File: src/rtl/cdq_pkg.sv
// Package: shared constants, codes and control/status structs of the circular deque.
`timescale 1ns / 1ps

package cdq_pkg;

    // Storage geometry
    localparam int DEPTH      = 16;
    localparam int DATA_WIDTH = 32;
    localparam int IDX_W      = (DEPTH > 1) ? $clog2(DEPTH) : 1;
    localparam int CNT_W      = $clog2(DEPTH + 1);
    localparam int CMD_W      = 2;
    localparam int VAL_W      = 32;
    localparam int STATUS_W   = 2;

    // Word commands
    typedef enum logic [CMD_W-1:0] {
        CMD_PUSH_FRONT = 2'd0,
        CMD_POP_FRONT  = 2'd1,
        CMD_PUSH_BACK  = 2'd2,
        CMD_POP_BACK   = 2'd3
    } cmd_t;

    // Result status codes
    typedef enum logic [STATUS_W-1:0] {
        ST_OK    = 2'd0,
        ST_EMPTY = 2'd1,
        ST_FULL  = 2'd2
    } status_t;

    // Controller states
    typedef enum logic [1:0] {
        S_IDLE = 2'd0,
        S_EXEC = 2'd1,
        S_DONE = 2'd2
    } state_t;

    // Controller -> datapath commands
    typedef struct packed {
        logic    load;
        logic    exec;
        logic    push_front;
        logic    pop_front;
        logic    push_back;
        logic    pop_back;
        status_t st_code;
    } dp_ctrl_t;

    // Datapath -> controller status
    typedef struct packed {
        cmd_t cmd;
        logic full;
        logic empty;
    } dp_stat_t;

endpackage

File: src/rtl/circular_deque.sv
// Top level: double-ended queue in a fixed circular store, controller plus datapath.
`timescale 1ns / 1ps

// A word (cmd, push_value) is taken when start is high and busy is low. Each
// word passes through the execute state, where busy is high and the store
// does its single registered read or write while the front/back indices and
// the entry count move, then the done state, in which done strobes with
// pop_value, status and is_empty. A new start is taken during that done
// cycle, so a new word is never taken before the last reaches done. The
// receiver cannot stall: results are valid only in the cycle done is high.
// Capacity is 16 entries; a push when full is dropped with status 2, a pop
// when empty returns -1 with status 1, and pop_value is -1 for every push.

module circular_deque (
    input  logic                              clk,
    input  logic                              rst_n,
    input  logic                              start,
    input  logic [cdq_pkg::CMD_W-1:0]         cmd,
    input  logic signed [cdq_pkg::VAL_W-1:0]  push_value,
    output logic                              busy,
    output logic                              done,
    output logic signed [cdq_pkg::VAL_W-1:0]  pop_value,
    output logic [cdq_pkg::STATUS_W-1:0]      status,
    output logic                              is_empty
);
    import cdq_pkg::*;

    dp_ctrl_t dp_ctrl;
    dp_stat_t dp_stat;

    // Sequencer
    cdq_ctrl u_ctrl (
        .clk     (clk),
        .rst_n   (rst_n),
        .start   (start),
        .dp_stat (dp_stat),
        .dp_ctrl (dp_ctrl),
        .busy    (busy),
        .done    (done)
    );

    // Storage and result datapath
    cdq_dp u_dp (
        .clk        (clk),
        .rst_n      (rst_n),
        .dp_ctrl    (dp_ctrl),
        .cmd        (cmd),
        .push_value (push_value),
        .dp_stat    (dp_stat),
        .pop_value  (pop_value),
        .status     (status),
        .is_empty   (is_empty)
    );

endmodule

File: src/rtl/cdq_ctrl.sv
// Controller: sequences one deque word through load, execute and result strobe.
`timescale 1ns / 1ps

module cdq_ctrl (
    input  logic              clk,
    input  logic              rst_n,
    input  logic              start,
    input  cdq_pkg::dp_stat_t dp_stat,
    output cdq_pkg::dp_ctrl_t dp_ctrl,
    output logic              busy,
    output logic              done
);
    import cdq_pkg::*;

    state_t state_reg;
    state_t state_next;

    // State register
    always_ff @(posedge clk or negedge rst_n)
    begin
        if (!rst_n)
        begin
            state_reg <= S_IDLE;
        end
        else
        begin
            state_reg <= state_next;
        end
    end

    // Next state and command decode
    always_comb
    begin
        state_next = state_reg;
        dp_ctrl    = '0;
        dp_ctrl.st_code = ST_OK;
        busy = 1'b0;
        done = 1'b0;
        unique case (state_reg)
            S_IDLE, S_DONE:
            begin
                done = (state_reg == S_DONE);
                if (start)
                begin
                    dp_ctrl.load = 1'b1;
                    state_next   = S_EXEC;
                end
                else
                begin
                    state_next = S_IDLE;
                end
            end
            S_EXEC:
            begin
                busy         = 1'b1;
                dp_ctrl.exec = 1'b1;
                state_next   = S_DONE;
                unique case (dp_stat.cmd)
                    CMD_PUSH_FRONT, CMD_PUSH_BACK:
                    begin
                        if (dp_stat.full)
                        begin
                            dp_ctrl.st_code = ST_FULL;
                        end
                        else
                        begin
                            dp_ctrl.push_front = (dp_stat.cmd == CMD_PUSH_FRONT);
                            dp_ctrl.push_back  = (dp_stat.cmd == CMD_PUSH_BACK);
                        end
                    end
                    CMD_POP_FRONT, CMD_POP_BACK:
                    begin
                        if (dp_stat.empty)
                        begin
                            dp_ctrl.st_code = ST_EMPTY;
                        end
                        else
                        begin
                            dp_ctrl.pop_front = (dp_stat.cmd == CMD_POP_FRONT);
                            dp_ctrl.pop_back  = (dp_stat.cmd == CMD_POP_BACK);
                        end
                    end
                    default:
                    begin
                        dp_ctrl.st_code = ST_OK;
                    end
                endcase
            end
            default:
            begin
                state_next = S_IDLE;
            end
        endcase
    end

    // At most one storage operation per execute cycle
    assert property (@(posedge clk) disable iff (!rst_n)
        $onehot0({dp_ctrl.push_front, dp_ctrl.pop_front, dp_ctrl.push_back, dp_ctrl.pop_back}))
        else $error("cdq_ctrl: more than one deque operation at once");

    // Every execute cycle is followed by exactly one result strobe
    assert property (@(posedge clk) disable iff (!rst_n) busy |=> done)
        else $error("cdq_ctrl: execute not followed by result");

endmodule

File: src/rtl/cdq_dp.sv
// Datapath: entry store, front/back indices, entry count and result registers.
`timescale 1ns / 1ps

module cdq_dp (
    input  logic                          clk,
    input  logic                          rst_n,
    input  cdq_pkg::dp_ctrl_t             dp_ctrl,
    input  logic [cdq_pkg::CMD_W-1:0]     cmd,
    input  logic signed [cdq_pkg::VAL_W-1:0] push_value,
    output cdq_pkg::dp_stat_t             dp_stat,
    output logic signed [cdq_pkg::VAL_W-1:0] pop_value,
    output logic [cdq_pkg::STATUS_W-1:0]  status,
    output logic                          is_empty
);
    import cdq_pkg::*;

    localparam logic [IDX_W-1:0] LAST_IDX = IDX_W'(DEPTH - 1);
    localparam logic [CNT_W-1:0] FULL_CNT = CNT_W'(DEPTH);

    logic [DATA_WIDTH-1:0] mem [DEPTH];

    cmd_t                  cmd_reg;
    logic [DATA_WIDTH-1:0] value_reg;
    logic [IDX_W-1:0]      front_reg, front_next;
    logic [IDX_W-1:0]      back_reg, back_next;
    logic [CNT_W-1:0]      count_reg, count_next;
    logic [DATA_WIDTH-1:0] rd_data_reg;
    logic                  pop_ok_reg;
    status_t               status_reg;

    logic [63:0]           push_wide;
    logic [63:0]           pop_wide;
    logic [IDX_W-1:0]      front_dec, front_inc, back_dec, back_inc;
    logic [IDX_W-1:0]      wr_addr, rd_addr;
    logic                  wr_en, rd_en;

    // Word capture, push value cut to storage width
    assign push_wide = 64'(push_value);

    always_ff @(posedge clk)
    begin
        if (dp_ctrl.load)
        begin
            cmd_reg   <= cmd_t'(cmd);
            value_reg <= push_wide[DATA_WIDTH-1:0];
        end
    end

    // Wrapping index neighbors
    always_comb
    begin
        front_dec = (front_reg == '0) ? LAST_IDX : front_reg - IDX_W'(1);
        front_inc = (front_reg == LAST_IDX) ? '0 : front_reg + IDX_W'(1);
        back_dec  = (back_reg == '0) ? LAST_IDX : back_reg - IDX_W'(1);
        back_inc  = (back_reg == LAST_IDX) ? '0 : back_reg + IDX_W'(1);
    end

    // Index and count update
    always_comb
    begin
        front_next = front_reg;
        back_next  = back_reg;
        count_next = count_reg;
        if (dp_ctrl.push_front)
        begin
            front_next = front_dec;
            count_next = count_reg + CNT_W'(1);
        end
        if (dp_ctrl.push_back)
        begin
            back_next  = back_inc;
            count_next = count_reg + CNT_W'(1);
        end
        if (dp_ctrl.pop_front)
        begin
            front_next = front_inc;
            count_next = count_reg - CNT_W'(1);
        end
        if (dp_ctrl.pop_back)
        begin
            back_next  = back_dec;
            count_next = count_reg - CNT_W'(1);
        end
    end

    always_ff @(posedge clk or negedge rst_n)
    begin
        if (!rst_n)
        begin
            front_reg <= '0;
            back_reg  <= '0;
            count_reg <= '0;
        end
        else
        begin
            front_reg <= front_next;
            back_reg  <= back_next;
            count_reg <= count_next;
        end
    end

    // Store port addresses
    assign wr_en   = dp_ctrl.push_front | dp_ctrl.push_back;
    assign wr_addr = dp_ctrl.push_front ? front_dec : back_reg;
    assign rd_en   = dp_ctrl.pop_front | dp_ctrl.pop_back;
    assign rd_addr = dp_ctrl.pop_front ? front_reg : back_dec;

    // Entry store write
    always_ff @(posedge clk)
    begin
        if (wr_en)
        begin
            mem[wr_addr] <= value_reg;
        end
    end

    // Entry store registered read
    always_ff @(posedge clk)
    begin
        if (rd_en)
        begin
            rd_data_reg <= mem[rd_addr];
        end
    end

    // Result registers
    always_ff @(posedge clk or negedge rst_n)
    begin
        if (!rst_n)
        begin
            pop_ok_reg <= 1'b0;
            status_reg <= ST_OK;
        end
        else if (dp_ctrl.exec)
        begin
            pop_ok_reg <= rd_en;
            status_reg <= dp_ctrl.st_code;
        end
    end

    // Result ports; pop data sign-extended from storage width
    assign pop_wide  = 64'($signed(rd_data_reg));
    assign pop_value = pop_ok_reg ? pop_wide[VAL_W-1:0] : '1;
    assign status    = status_reg;
    assign is_empty  = (count_reg == '0);

    // Status to controller
    assign dp_stat.cmd   = cmd_reg;
    assign dp_stat.full  = (count_reg == FULL_CNT);
    assign dp_stat.empty = (count_reg == '0);

    // Count stays within capacity
    assert property (@(posedge clk) disable iff (!rst_n) count_reg <= FULL_CNT)
        else $error("cdq_dp: entry count above capacity");

    // Back index equals front index plus the count, modulo depth
    assert property (@(posedge clk) disable iff (!rst_n)
        (CNT_W'(front_reg) + count_reg == CNT_W'(back_reg)) ||
        (CNT_W'(front_reg) + count_reg == CNT_W'(back_reg) + FULL_CNT))
        else $error("cdq_dp: front/back/count out of step");

endmodule
File: config.mk
export PLATFORM = sky130hd
export DESIGN_NAME = circular_deque
export DESIGN_NICKNAME = d
export VERILOG_FILES = /design/src/rtl/cdq_pkg.sv /design/src/rtl/circular_deque.sv /design/src/rtl/cdq_ctrl.sv /design/src/rtl/cdq_dp.sv
export SDC_FILE = /design/constraint.sdc
export NUM_CORES = 1
export LEC_CHECK = 0
export ABC_AREA = 1
export BUFFER_PORTS_ARGS = -buffer_cell sky130_fd_sc_hd__buf_2
export CELL_PAD_IN_SITES_DETAIL_PLACEMENT = 1
export CELL_PAD_IN_SITES_GLOBAL_PLACEMENT = 2
export CORE_ASPECT_RATIO = 1.1
export CORE_MARGIN = 1.5
export CORE_UTILIZATION = 30
export CTS_BUF_LIST = sky130_fd_sc_hd__clkbuf_16
export CTS_CLUSTER_SIZE = 14
export DETAILED_ROUTE_END_ITERATION = 10
export HOLD_SLACK_MARGIN = 0.03
export PLACE_DENSITY_LB_ADDON = 0.1
export SLEW_MARGIN = 20
export SYNTH_ARGS = -nofsm -noshare
export SYNTH_HDL_FRONTEND = slang
export SYNTH_HIERARCHICAL = 1
export SYNTH_SLANG_ARGS = --single-unit
File: constraint.sdc
create_clock -name clk -period 7.2 [get_ports clk]
set_input_delay 1.44 -clock clk [delete_from_list [all_inputs] [get_ports clk]]
set_output_delay 1.44 -clock clk [all_outputs]
set_load 0.05 [all_outputs]
==> results.yml <==
cells_and_area:
  fin_nets: 2448
  multi_input_area_um2: 6000
  area_delta_synth_final_pct: 15.3
  seqCellArea_um2: 17800
  largest_register_ffs: 512
  antennaDiodeCount: 0
  fillers: 9287
  drive_gt1_share_pct: 9.55
  stdcell_area_um2: 29500
clock_network:
  path_clk_slew_ns: 0.05
  worstSkewPairLatency_ns: 0.62
  htreeDepth: 3
  cts_root_buf: "clkbuf_16"
  cts_buffer_depth: 3
  cts_buffers: 73
  post_cts_resized: 0
  post-cts-setup-buffers: 0
  cts_tree: "yes"
  clock_sinks: 596
  cts_hold_buf: 0
routing:
  first_iter_violations: 1070
  ant_nets: 0
  via_per_inst: 4.80
  via_count: 17300
  wl_mm: 82.0
  drt_pass1_iterations: 5
  avgRoutedWirePerCell_um: 22.8
  drc_errors: 0
placement:
  globalplace.congestion: 0.724
  io_buffers: 73
  dpl.hpwl_mm: 41.7
  dpl_cell_area_um2: 27100
die:
  num_io_pins: 74
  dieWidth_um: 282
  die-area_um2: 87100
  fp.dieH_um: 309
  core_um2: 84600
  start_util_pct: 30.2
  rows: 112
power_and_ir_drop:
  ir_drop_mv: 0.513
  p_per_area_nw_per_um2: 413
  p_leak_nw: 11.8
  power_w: 0.0122
grt:
  grt_max_degree: 156
  first_global_vias: 18400
  grt_overflow: 0
  grt_antenna_before_repair: 0
  grt_pass1_wl_mm: 122
  grt_util_all_layers_pct: 19.1
sta:
  finClkSkew_ns: 0.0195
  rsz0062_at_grt: "false"
  hold_ws_ns: 0.473
  relSlewSlack_pct: 22.5
  clock.fmax_ghz: 0.228
  final.setup.tns_ns: 0
  hold_viol: 0
  period_minus_slack_ns: 4.39
  finalCritPeriodShare_pct: 61.0
  setup_viol: 0
  drv_slew: 0
  worst_pin_slew_ns: 1.16
setup_path:
  crit_path_end_kind: "flip-flop"
  crit_arrival_ns: 4.87
  required_ns: 7.68
  crit_fanout: 38
  critPathKind: "reg -> reg"
  start_kind: "flip-flop"
yosys:
  ys_seq_area_share_pct: 69.6
  avgSynthCellArea_um2: 10.8
  syn_nets: 2404
  synth-edff-count: 578
  synthArstFlopShare_pct: 3.02
  synth_seq_cells: 596
  synthTopCellsByCount: "nand2_1, nand3_1, edfxtp_1"
  yosys.area.top_type: "edfxtp_1"
  synth_cells: 2361
  yosysTopAreaCellShare_pct: 67.8
  synth.most_common_cell: "nand2_1"
  synth_top_flop_cell: "edfxtp_1"
  ys_types: 33
  syn_area_um2: 25600
  yosysWarningCount: 6
  synth_area_leaders: "edfxtp_1, nand3_1, nand2_1, inv_1, dfrtp_1"
run:
  cap_viol_max_count: 0
min_path:
  hold_path.class: "reg -> reg"
outcome:
  status: "finished clean"
worst paths after layout:
check / from / slack [ns] / endpoint / depth (start not counted)
max: u_dp/count_reg[0] / 2.81 / u_dp/rd_data_reg[13] / 17
min: u_dp/status[0] / 0.47 / u_dp/status[0] / 2
max reg2reg: u_dp/count_reg[0] / 2.81 / u_dp/rd_data_reg[13] / 17
min reg2reg: u_dp/status[0] / 0.47 / u_dp/status[0] / 2
max in group asynchronous: rst_n / 6.08 / u_dp/pop_ok_reg / 1
min in group asynchronous: rst_n / 0.78 / u_dp/count_reg[0] / 1
cells in the final DEF (no fill, tap or decap), types with 2 or more instances in the layout:
master and count:
clkinvlp_4 2, o21ai_0 15, o21ai_4 3, clkbuf_16 79, a21oi_1 7, inv_1 336, bufinv_16 6, nand2_1 612
clkinv_2 8, nand2_8 2, dfrtp_1 17, ha_1 6, nor2_4 17, clkinv_1 17, a211oi_1 2, xor2_1 6
inv_4 2, nand3_1 588, o221ai_1 2, buf_4 30, buf_6 2, edfxtp_1 578, buf_2 73, buf_12 4
inv_2 3, o211ai_1 3, nor2_1 26, nor3_1 3
worst max-delay path, stage by stage, from the launching register on:
cell and delay [ns]:
dfrtp_1 0.41, inv_1 0.12, ha_1 0.18, nand3_1 0.14, nor2_1 0.20, inv_1 0.06
nand2_1 0.08, nor2_1 0.05, buf_4 0.19, inv_4 0.14, nand2_1 0.11, o21ai_4 0.07
buf_4 0.55, clkinv_2 0.91, buf_4 0.61, nand3_1 0.17, nand3_1 0.08, nand2_1 0.10
report_power, final:
part           internal [W]  total, W  switching [W]
clock               0.00217   0.00363        0.00145
sequential          0.00408   0.00421       0.000134
combinational       0.00113   0.00436        0.00323
stage by stage:
step	utilization, %	setup WS, ns	instances
5_1_grt	34.9	2.45	3600
4_1_cts	34.8	2.72	3599
3_3_place_gp	32.0	2.83	3469
2_1_floorplan	-	3.52	2361
6_report	34.9	2.81	3600
3_5_place_dp	32.0	2.74	3469
final cells by class:
cell class | count | area share, %
timing repair buffer | 109 | 2.35
sequential | 596 | 60.4
clock inverter | 51 | 1.26
multi-input combinational | 1301 | 20.3
tap | 1140 | 4.84
clock buffer | 79 | 6.70
inverter | 324 | 4.14
kinds of logic after synthesis:
logic type      Yosys count  share of synthesized area, %
compound gates           37                         0.865
xor+xnor                  6                         0.205
fa+ha+maj                 6                         0.293
buf+inv                 464                          7.73
flops                   596                          69.6
mux                       1                        0.0391
simple gates           1251                          21.3
layer usage:
metal / wire length, um / GRT usage, % / vias to the layer above
li1: - / - / 8024
met1: 37400 / 25.1 / 8966
met2: 40900 / 33.2 / 207
met3: 2160 / 2.30 / 87
met4: 1460 / 5.21 / 0
met5: 0 / 0 / -
Power figures use the tool's default switching activity.
